===== src/rtl/core/kml_sqrt.sv =====
// Digit-by-digit integer square root, rounded to nearest, one bit per cycle.
module kml_sqrt #(
  parameter int XW = 36
) (
  input  logic            clk,
  input  logic            rst_n,
  input  logic            start,
  input  logic [XW-1:0]   x,
  output logic            done,
  output logic [(XW+1)/2:0] root
);
  localparam int RW    = (XW + 1) / 2;
  localparam int XE    = 2 * RW;
  localparam int CNT_W = $clog2(RW + 1);

  logic [XE-1:0]    xs_r;
  logic [RW:0]      rem_r;
  logic [RW-1:0]    root_r;
  logic [CNT_W-1:0] cnt_r;
  logic             busy_r;
  logic             done_r;
  logic [RW+2:0]    remsh;
  logic [RW+2:0]    trial;
  logic             take;

  assign remsh = {rem_r, xs_r[XE-1:XE-2]};
  assign trial = (RW+3)'({root_r, 2'b01});
  assign take  = remsh >= trial;

  always_ff @(posedge clk) begin
    if (!rst_n) begin
      busy_r <= 1'b0;
      done_r <= 1'b0;
    end else begin
      done_r <= 1'b0;
      if (start) begin
        busy_r <= 1'b1;
        xs_r   <= XE'(x);
        rem_r  <= '0;
        root_r <= '0;
        cnt_r  <= '0;
      end else if (busy_r) begin
        xs_r   <= {xs_r[XE-3:0], 2'b00};
        rem_r  <= take ? (RW+1)'(remsh - trial) : remsh[RW:0];
        root_r <= {root_r[RW-2:0], take};
        cnt_r  <= cnt_r + 1'b1;
        if (cnt_r == CNT_W'(RW - 1)) begin
          busy_r <= 1'b0;
          done_r <= 1'b1;
        end
      end
    end
  end

  assign done = done_r;
  assign root = (RW+1)'(root_r) + (RW+1)'(rem_r > {1'b0, root_r});

`ifndef SYNTH
  a_no_restart: assert property (@(posedge clk) disable iff (!rst_n)
    busy_r |-> !start) else $error("root unit restarted while busy");
  a_done_end: assert property (@(posedge clk) disable iff (!rst_n)
    done_r |-> !busy_r && $past(busy_r)) else $error("root unit done out of turn");
  a_rem_bound: assert property (@(posedge clk) disable iff (!rst_n)
    done_r |-> rem_r <= {root_r, 1'b0}) else $error("root remainder out of bound");
`endif
endmodule


===== config.mk =====
export PLATFORM = sky130hd
export DESIGN_NAME = kml_sqrt
export DESIGN_NICKNAME = d
export VERILOG_FILES = /design/src/rtl/core/kml_sqrt.sv
export SDC_FILE = /design/constraint.sdc
export NUM_CORES = 1
export LEC_CHECK = 0
export BUFFER_PORTS_ARGS = -buffer_cell sky130_fd_sc_hd__buf_4
export CAP_MARGIN = 10
export CORE_MARGIN = 2
export CORE_UTILIZATION = 63
export DETAILED_ROUTE_END_ITERATION = 10
export HOLD_SLACK_MARGIN = 0.06
export PLACE_DENSITY = 0.95
export SYNTH_ARGS = -nofsm -noshare
export SYNTH_HDL_FRONTEND = slang
export SYNTH_SLANG_ARGS = --single-unit

===== constraint.sdc =====
create_clock -name clk -period 7.8 [get_ports clk]
set_input_delay 1.56 -clock clk [delete_from_list [all_inputs] [get_ports clk]]
set_output_delay 1.56 -clock clk [all_outputs]
set_load 0.1 [all_outputs]

# After elaboration in Yosys (flattened, before gate mapping)

Index checks and enable logic that the tools add are counted.

$add $sub $neg: 3
Magnitude comparators: 2
Equal/unequal tests: 1
Multiplexer cells: 10
Bitwise logic cells: 2
Reductions and logical operators: 3

Operators by type and width:

| kind                  | number |
|---|---|
| $mux W36              | 2 |
| $mux W19              | 2 |
| $ge A21 B20 Y1        | 1 |
| $add A18 B1 Y19       | 1 |
| $gt A19 B18 Y1        | 1 |
| $sub A19 B19 Y19      | 1 |
| $mux W18              | 1 |
| $add A5 B1 Y5 const B | 1 |
| $eq A5 B5 Y1 const B  | 1 |
| $mux W5               | 1 |
| $mux W1               | 4 |
| $reduce_or A3 Y1      | 1 |
| $not A1 Y1            | 2 |
| $reduce_and A2 Y1     | 1 |
| $reduce_bool A2 Y1    | 1 |

Flip-flop bits (word level): 80
Input port bits: 39
Output and inout bits: 20
Logic and storage cells: 27

# Depth between registers and ports, before layout

Depth in word-level cells: 4
Depth in mapped cells: 15
Depth with buffers taken out: 14

# Worst setup path before layout

No wires, ideal clock.

Path type: flip-flop to output port
Start point: reg root_r[4]
End point: out root[18]
Arrival time: 4.597 ns
Required time: 6.240 ns
Setup slack: 1.643 ns
Stages on the path, launching flop included: 14
Path buffers: 0
Cell sequence: edfxtp_1 -> inv_1 -> ha_1 -> a21oi_1 -> o21a_1 -> nor2b_1 -> o21ai_0 -> a21oi_1 -> nor2_1 -> ha_1 -> ha_1 -> nand4_1 -> or3_1 -> nor3_1

Cells in the longest elaborated chain, start to end: 2

RTL lines:

| item                   | RTL line | source |
|---|---|---|
| start, declared        | 18       | `logic [RW-1:0] root_r;` |
| start signal, assigned | 45       | `root_r <= {root_r[RW-2:0], take};` |
| $gt A19 B18 Y1         | 56       | `assign root = (RW+1)'(root_r) + (RW+1)'(rem_r > {1'b0, root_r});` |
| $add A18 B1 Y19 (*)    | 56       |  |
| end, declared          | 10       | `output logic [(XW+1)/2:0] root` |

Every way passes the cells marked *; elsewhere a longest branch is shown, timed or not.

# Worst setup path in the final report

Start point: reg root_r[12]
End point: out root[16]

Same word-level chain as after synthesis.

==> results.py <==
metrics = {
    "detailed_routing": {
        "dr.pass1.iters": 6,
        "detailedRoute.firstIterationViolations": 366,
        "drc": 0,
        "route.detailed.wl_per_inst_um": 18.4,
        "drt-total-wl_um": 11100,
        "vias": 3769,
        "post_drt_via_cell_ratio": 6.28,
        "ant_nets": 0,
    },
    "cts": {
        "cts-htree-levels": 3,
        "cts_buffers": 9,
        "ctsLongestPathBuffers": 2,
        "clock-sinks": 80,
        "postCtsSetupBuffers": 0,
        "cts_tree": "done",
        "cts_root_buf": "sky130_fd_sc_hd__clkbuf_8",
        "holdBufCountCts": 0,
        "worst_setup_hold_path_clk_slew_ns": 0.09,
        "clkLatencyLatePin_ns": 0.36,
        "cells_resized_by_post_cts_repair": 0,
    },
    "setup_path": {
        "timing.critical_path.required_ns": 6.24,
        "critical_path_max_stage_delay_ns": 0.48,
        "worstPathCellList": "inv_1, ha_1, a21o_1, a31oi_1, o21ai_1, a21oi_1, nor2_1, ha_1, ha_1, nand4_1, or3_1, nor3_1, xnor2_1, buf_4",
        "timing.critical_path.to_type": "output port",
        "critical_path.slowest_cell": "sky130_fd_sc_hd__or3_1",
        "critPathMostFrequentCell": "sky130_fd_sc_hd__ha_1",
        "arrival_time_of_the_worst_setup_path_ns": 4.04,
        "worst-path-max-fanout": 8,
        "critPathKind": "register to output port",
        "worstSetupStartpointType": "register",
        "path_delay_family": "simple AND/OR/NAND/NOR gates",
        "timing.critical_path.buf_inv": 2,
    },
    "run": {
        "cap_violations": 0,
    },
    "timing": {
        "fmaxAchievable_mhz": 179,
        "final_max_slew_viol_count": 0,
        "max-slew-margin-rel": 0.296,
        "finalHoldViolations": 0,
        "worst_margin_slew_ns": 1.06,
        "grt_setup_unrepaired": "false",
        "post-route-min-period_ns": 5.60,
        "finalCritPeriodShare": 0.718,
        "finClkSkew_ns": 0.0160,
        "report.final.setup_viol": 0,
        "setup_tns_ns": 0,
    },
    "logic_synthesis": {
        "ys_ff_latch": 80,
        "syn_area_per_cell_um2": 11.0,
        "synthesis.yosys.warnings": 0,
        "synth.yosys.seq_area_share": 0.485,
        "synth_largest_type_area_fraction": 0.477,
        "synth_cell_types": 56,
        "ys_top_cells_by_count": "sky130_fd_sc_hd__edfxtp_1 (78), sky130_fd_sc_hd__nor2_1 (39), sky130_fd_sc_hd__mux2_2 (34), sky130_fd_sc_hd__a21oi_1 (32), sky130_fd_sc_hd__inv_1 (27)",
        "mappedNetlistNets": 510,
        "synth_area_um2": 4910,
        "synthFlopType": "sky130_fd_sc_hd__edfxtp_1",
        "synth_async_sr_flop_share": 0,
        "synth_edf_count": 78,
        "syn-instance-count": 446,
        "yosys.cell_count.top_type": "sky130_fd_sc_hd__edfxtp_1",
        "library_cell_occupying_the_most_area_in_the_post_synthesis_netlist": "sky130_fd_sc_hd__edfxtp_1",
        "synth_top_cells_by_area": "sky130_fd_sc_hd__edfxtp_1 (48%), sky130_fd_sc_hd__mux2_2 (7.8%), sky130_fd_sc_hd__ha_1 (6.4%)",
    },
    "floorplan": {
        "top_level_ports": 59,
        "overall_die_width_um": 92.3,
        "num_rows": 32,
        "floorplan.initialDensity": 0.642,
        "placeable_area_um2": 7650,
        "die_height_um": 92.3,
        "floorplan.die_area_um2": 8520,
    },
    "place": {
        "portBuffers": 58,
        "routabilityCongestion": 0.909,
        "place.detailed.hpwl_um": 7470,
    },
    "global_routing": {
        "wire_length_of_the_first_global_routing_pass_um": 17700,
        "first_global_vias": 3664,
        "grtUsageTotal": 0.268,
        "grt_overflow_total": 0,
        "grt_max_degree": 80,
        "antenna_found_initial": 0,
    },
    "hold_path": {
        "holdCritPathClass": "register to register",
    },
    "final_layout": {
        "final-seq-area_um2": 2380,
        "final_core_utilization": 0.728,
        "share_of_post_route_cells_with_drive_strength_above_1": 0.257,
        "areaGrowthSynthToFinish_pct": 13.4,
        "fin_nets": 557,
        "multi_input_area_um2": 2300,
        "final.fill_count": 517,
        "n_antenna_cell": 0,
    },
    "power": {
        "peakVddDrop_v": 0.000129,
        "post_route_total_power_uw": 1190,
        "leakage_uw": 0.00214,
        "power_density_nw_per_um2": 214,
    },
    "run_status": {
        "run_status": "complete, no violations",
    },
}
==> metrics by stage <==
stage          hold slack (ns)  cells  setup WS, ns  instance area, µm²
6_report                 0.504    600          2.20                5570
5_1_grt                  0.545    600          1.95                5570
4_1_cts                  0.506    600          2.29                5570
3_5_place_dp             0.481    584          2.72                5360
3_3_place_gp             0.479    584          2.86                5360
2_1_floorplan            0.454    446          1.64                4910
==> per-layer routing <==
| metal | GRT usage | routed length [µm] |
|---|---|---|
| met1 | 0.316 | 4190 |
| met2 | 0.475 | 5840 |
| met3 | 0.0600 | 749 |
| met4 | 0.102 | 272 |
| met5 | 0 | 0 |
==> kinds of logic (layout without fill, tap and decap cells) <==
group                    count (synthesis)  count (layout)  synth area share
AO/OA/AOI/OAI                           93              93             0.126
XOR/XNOR                                31              31            0.0553
buffers and inverters                   50             102            0.0469
flip-flops                              80              80             0.485
multiplexers                            35              35            0.0800
adder cells (fa/ha/maj)                 25              25            0.0637
AND/OR/NAND/NOR                        132             132             0.143
==> worst paths after layout <==
kind / start / endpoint / slack [ns] / cells after the start
setup / recovery: root_r[12] / root[16] / 2.20 / 14
hold / removal: busy_r / done / 0.50 / 1
setup reg to reg: rem_r[15] / rem_r[15] / 4.35 / 7
hold reg to reg: busy_r / done / 0.50 / 1
==> cells in the final DEF (no fill, tap or decap), drive strengths merged, types with 2 or more instances in the layout <==
cell type,instances
a211oi,8
clkinvlp,2
edfxtp,78
and3,5
ha,25
nor3,18
buf,59
xor2,9
clkbuf,9
nand2,14
o21ai,19
a21oi,33
o211ai,6
nor2,39
o31ai,2
inv,31
or3,3
nand2b,2
and2,4
o22ai,2
o2bb2ai,2
nor4,2
mux2,34
a311oi,2
dfxtp,2
nand3,25
nor2b,3
nand4,9
a31oi,3
nand3b,2
o21a,4
xnor2,22
or4,2
a21o,7
==> final cells by class <==
type | instances | area share
well taps | 102 | 0.0229
inverters | 27 | 0.0182
repair buffers | 59 | 0.0796
clock buffers | 9 | 0.0223
multi-input cells | 316 | 0.414
flip-flops and latches | 80 | 0.428
clock inverters | 7 | 0.0148
==> registers in the layout, summed over array words and instances, names as in the netlist <==
| name | cells |
|---|---|
| busy_r | 1 |
| cnt_r | 5 |
| done | 1 |
| rem_r | 19 |
| root_r | 18 |
| xs_r | 36 |
==> power breakdown <==
part           internal, µW  leakage, µW  switching [µW]
logic                   122      0.00127             215
clock network           154    0.0000988             170
registers               514     0.000772            19.1
total                   790      0.00214             404
No activity file was read; power rests on OpenSTA's default activity.
