`src/rtl/core/kml_div.sv`:
```
// Restoring unsigned divider, one quotient bit per cycle.
module kml_div #(
  parameter int NW = 27,
  parameter int DW = 11
) (
  input  logic          clk,
  input  logic          rst_n,
  input  logic          start,
  input  logic [NW-1:0] num,
  input  logic [DW-1:0] den,
  output logic          done,
  output logic [NW-1:0] quot
);
  localparam int CNT_W = $clog2(NW + 1);

  logic [DW-1:0]    rem_r;
  logic [NW-1:0]    quo_r;
  logic [DW-1:0]    den_r;
  logic [CNT_W-1:0] cnt_r;
  logic             busy_r;
  logic             done_r;
  logic [DW:0]      shl;
  logic             fits;

  assign shl  = {rem_r, quo_r[NW-1]};
  assign fits = shl >= {1'b0, den_r};

  always_ff @(posedge clk) begin
    if (!rst_n) begin
      busy_r <= 1'b0;
      done_r <= 1'b0;
    end else begin
      done_r <= 1'b0;
      if (start) begin
        busy_r <= 1'b1;
        rem_r  <= '0;
        quo_r  <= num;
        den_r  <= den;
        cnt_r  <= '0;
      end else if (busy_r) begin
        rem_r <= fits ? DW'(shl - {1'b0, den_r}) : shl[DW-1:0];
        quo_r <= {quo_r[NW-2:0], fits};
        cnt_r <= cnt_r + 1'b1;
        if (cnt_r == CNT_W'(NW - 1)) begin
          busy_r <= 1'b0;
          done_r <= 1'b1;
        end
      end
    end
  end

  assign done = done_r;
  assign quot = quo_r;

`ifndef SYNTH
  a_no_restart: assert property (@(posedge clk) disable iff (!rst_n)
    busy_r |-> !start) else $error("divider restarted while busy");
  a_done_end: assert property (@(posedge clk) disable iff (!rst_n)
    done_r |-> !busy_r && $past(busy_r)) else $error("divider done out of turn");
  a_cnt_idle: assert property (@(posedge clk) disable iff (!rst_n)
    start |=> busy_r && cnt_r == '0) else $error("divider failed to launch");
`endif
endmodule

```
`config.mk`:
```
export PLATFORM = sky130hd
export DESIGN_NAME = kml_div
export DESIGN_NICKNAME = d
export VERILOG_FILES = /design/src/rtl/core/kml_div.sv
export SDC_FILE = /design/constraint.sdc
export NUM_CORES = 1
export LEC_CHECK = 0
export BUFFER_PORTS_ARGS = -buffer_cell sky130_fd_sc_hd__buf_2
export CAP_MARGIN = 40
export CORE_AREA = 8 8 113 63
export DETAILED_ROUTE_END_ITERATION = 16
export DIE_AREA = 0 0 121 71
export HOLD_SLACK_MARGIN = 0.05
export PLACE_DENSITY = 0.74
export SLEW_MARGIN = 5
export SYNTH_ARGS = -nofsm -noshare
export SYNTH_HDL_FRONTEND = slang
export SYNTH_SLANG_ARGS = --single-unit
export TNS_END_PERCENT = 30
```
`constraint.sdc`:
```
create_clock -name clk -period 3.2 [get_ports clk]
set_input_delay 0.32 -clock clk [delete_from_list [all_inputs] [get_ports clk]]
set_output_delay 0.32 -clock clk [all_outputs]
set_load 0.1 [all_outputs]
```
[Word level (Yosys, flattened, before mapping)]
Index checks and enable logic that the tools add are counted.
Word-level totals
  register bits after elaboration: 56
  input bits: 41
  output and inout port bits: 28
  word-level logic and storage cells: 25
Operators by class
  add/subtract/negate cells: 2
  magnitude comparators: 1
  eq/ne operators: 1
  multiplexer cells: 9
  bitwise gates (word level): 2
  reductions and logical operators: 4
Operators with widths (count)
  two-way mux 27 bit: 2
  two-way mux 11 bit: 2
  >= comparator 12 x 11 -> 1 bit: 1
  subtractor 11 bit: 1
  adder 5 x 1 -> 5 bit, second input constant: 1
  == test 5 bit, second input constant: 1
  two-way mux 5 bit: 1
  two-way mux 1 bit: 4
  AND reduction 2 bit: 2
  OR reduction 3 bit: 1
  NOT 1 bit: 2
  nonzero test 2 bit: 1

[Logic depth before layout (Yosys ltp)]
Gate-level depths: netlist of the first run.
  word-level depth: 4
  depth in mapped cells: 10
  mapped depth without buffers: 9

[Least setup slack after synthesis of the first run]
OpenSTA, ideal clock, no wires.
  path kind: reg-to-reg
  from: register quo_r[26], in the netlist quot[26]
  to: register rem_r[10], data pin
  setup time: 257 ps
  data arrival time: 2757 ps
  data required time: 2943 ps
  path slack: 186 ps
  stages on the path, launching flop included: 10
  path buffers: 0
  clock period less this slack: 3014 ps
  cell sequence: edfxtp_1 -> inv_1 -> ha_1 -> fa_1 -> nand2b_1 -> a21o_1 -> a211oi_1 -> o21ai_0 -> a21o_1 -> a32o_1
Between the ends
  cells in the longest elaborated chain, start to end: 3
  elaborated cells between the ends (all ways): 4
  those cells by class: 1 x add/sub; 1 x order compare; 2 x mux
Ends and longest elaborated chain
  start: declaration: RTL line 17  | logic [NW-1:0] quo_r;
  start signal: assignment: RTL line 37  | quo_r <= num;
  start signal: assignment: RTL line 42  | quo_r <= {quo_r[NW-2:0], fits};
  subtractor 11 bit / >= comparator 12 x 11 -> 1 bit (equally long branches): RTL line 41, 26
  two-way mux 11 bit *: RTL line 41  | rem_r <= fits ? DW'(shl - {1'b0, den_r}) : shl[DW-1:0];
  two-way mux 11 bit *: RTL line 40  | end else if (busy_r) begin
  end signal: assignment: RTL line 41
  end: declaration: RTL line 16  | logic [DW-1:0] rem_r;
Every way passes the cells marked *; elsewhere a longest branch is shown, timed or not. The select of a mux whose other input is x is not followed.
A chain may end at the register's enable or synchronous reset.

[Final worst setup path of the first run]
Ends and elaborated chain as after synthesis.

==> flow_summary.json, run 1 <==
{
  "multiInputGateArea_sq_um": 1090,
  "synth_cell_types": 38,
  "final-hold-violation-count": 0,
  "min_to": "den_r[3]",
  "rows": 20,
  "ys_ff_latch": 56,
  "antenna_found_initial": 0,
  "min_period_over_period_pct": 84.7,
  "cts.sinks": 56,
  "slew_headroom_pct": 46.5,
  "wire_per_inst_um": 16.7,
  "mostFrequentLayoutCell": "buf_2",
  "layout_common_cells": "buf_2, edfxtp_1, mux2_2",
  "syn_area_sq_um": 2850,
  "setup_tns_ns": 0,
  "cp.required_ns": 3.27,
  "worstSetupEndpointType": "flop",
  "nets": 334,
  "ys_seq_area_share_pct": 58.3,
  "routed_wirelength_um": 5950,
  "startpoint_type": "flop",
  "yosysWarnings": 0,
  "start_util_pct": 50.2,
  "holdWs_ns": 0.173,
  "die_w_um": 121,
  "cts_tree": "yes",
  "cts_root_buffer": "clkbuf_8",
  "placed_area_sq_um": 3290,
  "fin_crit_ns": 2.71,
  "synth_nets": 263,
  "io_buffer_count": 68,
  "maxCapViolations": 0,
  "ant_nets": 0,
  "post-dp-hpwl_um": 4460,
  "drcViolationCount": 0,
  "grt_setup_unrepaired": "no",
  "cts_buffer_depth": 2,
  "grt_pass1_vias": 1933,
  "ff_latch_area_sq_um": 1660,
  "syn_inst": 208,
  "cts_hold_buf": 0,
  "track_usage_pct": 14.3,
  "max-vdd-ir-drop_v": 0.000289,
  "num_vias": 1830,
  "slew_violations": 0,
  "avgSynthCellArea_sq_um": 13.7,
  "htreeDepth": 2,
  "grt_overflow_total": 0,
  "layoutNonFillerInstCount": 357,
  "ff2ff_path_depth": 9,
  "cts_resized": 0,
  "vias_per_cell": 5.13,
  "fmaxAchievable_mhz": 369,
  "min_path_type": "input pin to flop",
  "leakagePower_nw": 1.38,
  "reg2reg_from": "quot[26]",
  "clk_pin_slew_ns": 0.10,
  "power_w": 0.00184,
  "placed_cells": 349,
  "synthFlopType": "edfxtp_1",
  "die_h_um": 71,
  "cts_setup_buffers": 0,
  "async_flop_share_pct": 0,
  "critPathMaxFanout": 14,
  "drive_above_1_share_pct": 39.6,
  "synth-edff-count": 54,
  "clock_skew_ns": 0.00647,
  "cts_buffers": 5,
  "rrSetupSlack_ns": 0.49,
  "worst_pin_slew_ns": 0.802,
  "final_area_sq_um": 3380,
  "fillers": 487,
  "n_antenna_cell": 0,
  "routabilityCongestion": 0.824,
  "worstSkewPairLatency_ns": 0.31,
  "drt_first_iter_violations": 88,
  "coreArea_sq_um": 5680,
  "worstPathArrival_ns": 2.79,
  "crit_type": "flop to flop",
  "ioPinCount": 69,
  "r2r_end": "rem_r[10]",
  "dieArea_sq_um": 8590,
  "p_per_area_nw_per_um2": 545,
  "grt_pass1_wl_um": 9760,
  "drtPass1Iterations": 4,
  "status": "complete, no violations",
  "hold_depth": 1,
  "area_growth_pct": 18.5,
  "grt_start_max_net_pins": 48,
  "hp-start": "den[3]",
  "finalSetupViolCount": 0
}
## sequential cells by signal (all words and copies together), names as in the netlist
register / count
busy_r: 1
quot: 27
den_r: 11
cnt_r: 5
done: 1
rem_r: 11
## how the worst max path moves through the flow
stage / start / end / slack, ns / cells after the start
6_report: quot[26] / rem_r[10] / 0.49 / 9
5_1_grt: quot[26] / rem_r[10] / 0.33 / 9
4_1_cts: rem_r[8] / rem_r[10] / 0.48 / 6
3_5_place_dp: rem_r[8] / rem_r[10] / 0.48 / 6
3_3_place_gp: quot[26] / rem_r[10] / 0.66 / 9
2_1_floorplan: quot[26] / rem_r[10] / 0.19 / 9
## Yosys cell counts (all sizes together), types with 2 or more instances
library cell   n  area [sq um]
buf            2          15.0
dfxtp          2          40.0
o211ai         2          15.0
nand3          3          15.0
clkbuf         4          15.0
nor2b          3          18.8
o21a           6          45.0
mux2i          5          50.1
nand2b         2          12.5
mux2          28           315
xnor2          7          61.3
inv           17          63.8
ha            13           163
o21ai          6          37.5
nand4          2          12.5
a21o           4          30.0
edfxtp        54          1620
a21oi          6          41.3
nand2          5          18.8
xor2           2          17.5
nor2          19          71.3
nor3           4          31.3
## cell families (layout without fill, tap and decap cells)
family	count (synthesis)	count (layout)	synth area share (%)
adder cells (fa/ha/maj)	14	14	6.41
AO/OA/AOI/OAI	31	31	9.00
multiplexers	33	33	12.8
XOR/XNOR	9	9	2.77
AND/OR/NAND/NOR	42	42	7.38
buffers and inverters	23	95	3.29
flip-flops	56	56	58.3
## worst max-delay path, cell delays in order (launching register included)
cell	delay (ns)
edfxtp_1	0.40
inv_1	0.09
ha_1	0.19
fa_1	0.21
nand2b_1	0.15
a21o_1	0.22
a21oi_4	0.09
o21ai_2	0.66
nor2_1	0.19
a32o_1	0.27
## per-layer routing
metal,vias up,global-route usage (%),part of all wire (%)
met2,33,22.0,45
li1,906,-,-
met4,0,2.88,0.29
met5,-,0,0
met3,2,5.64,6.0
met1,889,18.6,48
## layout make-up
class | count | area share [%]
Clock inverter | 1 | 0.259
Inverter | 17 | 1.89
Tap cell | 77 | 2.85
Clock buffer | 7 | 2.26
Sequential cell | 56 | 49.2
Multi-Input combinational cell | 129 | 32.4
Timing Repair Buffer | 70 | 11.1
## report_power, final
part	switching, W	internal, W	leakage, nW	total, W
clock	0.000231	0.000157	0.0424	0.000388
sequential	0.0000281	0.000877	0.533	0.000905
combinational	0.000361	0.000187	0.804	0.000548
total	0.000620	0.00122	1.38	0.00184
## metrics by stage
stage,worst slack (ns),util [%]
after floorplan,0.186,-
after global placement,0.657,57.5
after detailed placement,0.484,58.0
after CTS,0.484,59.4
after global routing,0.325,59.4
final,0.488,59.4
Note: power is estimated with default switching activity, not from simulation.
==> inputs of run 2 (changes only) <==
Clock period 3.2 ns to 2.55 ns, I/O delays scaled along.
==> flow_summary.json, run 2 (same netlist as run 1, synthesis figures left out) <==
{
  "coreArea_sq_um": 5680,
  "fmaxAchievable_mhz": 419,
  "die_h_um": 71,
  "grt_pass1_vias": 1922,
  "cts_tree": "yes",
  "n_antenna_cell": 0,
  "leakagePower_nw": 1.41,
  "clk_pin_slew_ns": 0.10,
  "path_common_cell": "a21o_1",
  "maxCapViolations": 0,
  "cts_setup_buffers": 0,
  "clock_skew_ns": 0.00460,
  "crit_type": "flop to flop",
  "status": "complete, no violations",
  "routed_wirelength_um": 6100,
  "p_per_area_nw_per_um2": 711,
  "max_stage_delay_ns": 0.36,
  "min_path_type": "input pin to flop",
  "routabilityCongestion": 0.855,
  "layout_common_cells": "buf_2, edfxtp_1, mux2_2",
  "start_util_pct": 50.2,
  "vias_per_cell": 5.25,
  "largest_reg_flops": 27,
  "drcViolationCount": 0,
  "fillers": 489,
  "highest_layer": "met4",
  "critPathSlowestCell": "edfxtp_1",
  "io_buffer_count": 68,
  "htreeDepth": 2,
  "grt_overflow_total": 0,
  "route.met3.wl_um": 341,
  "nets": 337,
  "drt_first_iter_violations": 103,
  "cts_resized": 0,
  "finalSetupViolCount": 0,
  "startpoint_type": "flop",
  "track_usage_pct": 14.8,
  "num_vias": 1889,
  "wire_per_inst_um": 16.9,
  "cts.sinks": 56,
  "cts_buffer_depth": 2,
  "slew_violations": 0,
  "die_w_um": 121,
  "final-hold-violation-count": 0,
  "grt_setup_unrepaired": "no",
  "rows": 20,
  "cts_root_buffer": "clkbuf_8",
  "grt_start_max_net_pins": 37,
  "dieArea_sq_um": 8590,
  "hp-start": "den[4]",
  "mostFrequentLayoutCell": "buf_2",
  "worstPathArrival_ns": 2.46,
  "cp.required_ns": 2.63,
  "drive_above_1_share_pct": 41.7,
  "grt_pass1_wl_um": 9830,
  "crit_path_start": "quot[26]",
  "slew_headroom_pct": 54.4,
  "max-vdd-ir-drop_v": 0.000438,
  "fin_crit_ns": 2.39,
  "cts_hold_buf": 0,
  "worst_pin_slew_ns": 0.684,
  "ant_nets": 0,
  "post-dp-hpwl_um": 4480,
  "path_cells": "inv_1 -> ha_2 -> fa_2 -> nand2b_4 -> a21o_1 -> a211oi_2 -> o21ai_1 -> a21o_1 -> a32o_1",
  "worstSkewPairLatency_ns": 0.31,
  "ioPinCount": 69,
  "power_w": 0.00245,
  "final_area_sq_um": 3440,
  "worstSetupEndpointType": "flop",
  "cts_buffers": 5,
  "critPathMaxFanout": 3,
  "placed_area_sq_um": 3340,
  "wl_met1_um": 2980,
  "reg2reg_from": "quot[26]",
  "antenna_found_initial": 0,
  "min_period_over_period_pct": 93.5,
  "area_growth_pct": 20.9,
  "dr_wl_met2_um": 2760,
  "drtPass1Iterations": 4
}
-- run 2: changes by cell type in the layout (fill, tap and decap cells not counted), sizes merged --
cell | before | now
clkinv | 1 | 0
buf | 70 | 73
bufinv | 0 | 1
-- run 2: worst paths after layout --
kind	cells after the start	slack [ns]	endpoint
worst max-delay path	9	0.16	rem_r[10]
worst min-delay path	1	0.11	den_r[4]
worst min register to register	2	0.45	done
worst max register to register	9	0.16	rem_r[10]
-- run 2: per-stage QoR --
stage / util [%] / setup slack (ns) / TNS, ns / cells / hold WS, ns
floorplan: - / -0.360 / -2.94 / 208 / 0.354
global route: 60.6 / 0.0730 / 0 / 360 / 0.0953
global placement: 58.7 / 0.285 / 0 / 352 / 0.427
finish: 60.6 / 0.165 / 0 / 360 / 0.109
CTS: 60.6 / 0.155 / 0 / 360 / 0.0963
detailed placement: 58.7 / 0.186 / 0 / 352 / 0.433
-- run 2: worst max-delay path: cells and delay by family (launching register included) --
family	cells	cell delay, ns
compound gates	5	1.02
fa+ha+maj	2	0.55
flops	1	0.36
simple gates	1	0.16
buf+inv	1	0.06
-- run 2: where the power goes --
part / total (W) / switching [W] / internal, W
registers: 0.00114 / 0.0000354 / 0.00110
logic: 0.000728 / 0.000466 / 0.000262
clock network: 0.000583 / 0.000288 / 0.000295
-- run 2: cell type report --
class	instances	area (sq um)	area share [%]
tap	77	96.3	2.80
timing repair buffer	73	403	11.7
inverter	17	63.8	1.85
clock buffer	7	76.3	2.22
clock inverter	1	30.0	0.872
multi-input combinational	129	1110	32.3
sequential	56	1660	48.3
-- run 2: per-layer routing --
metal	GRT usage, %	up-vias
li1	-	911
met1	20.6	935
met2	21.7	40
met3	4.85	3
met4	2.88	0
met5	0	-
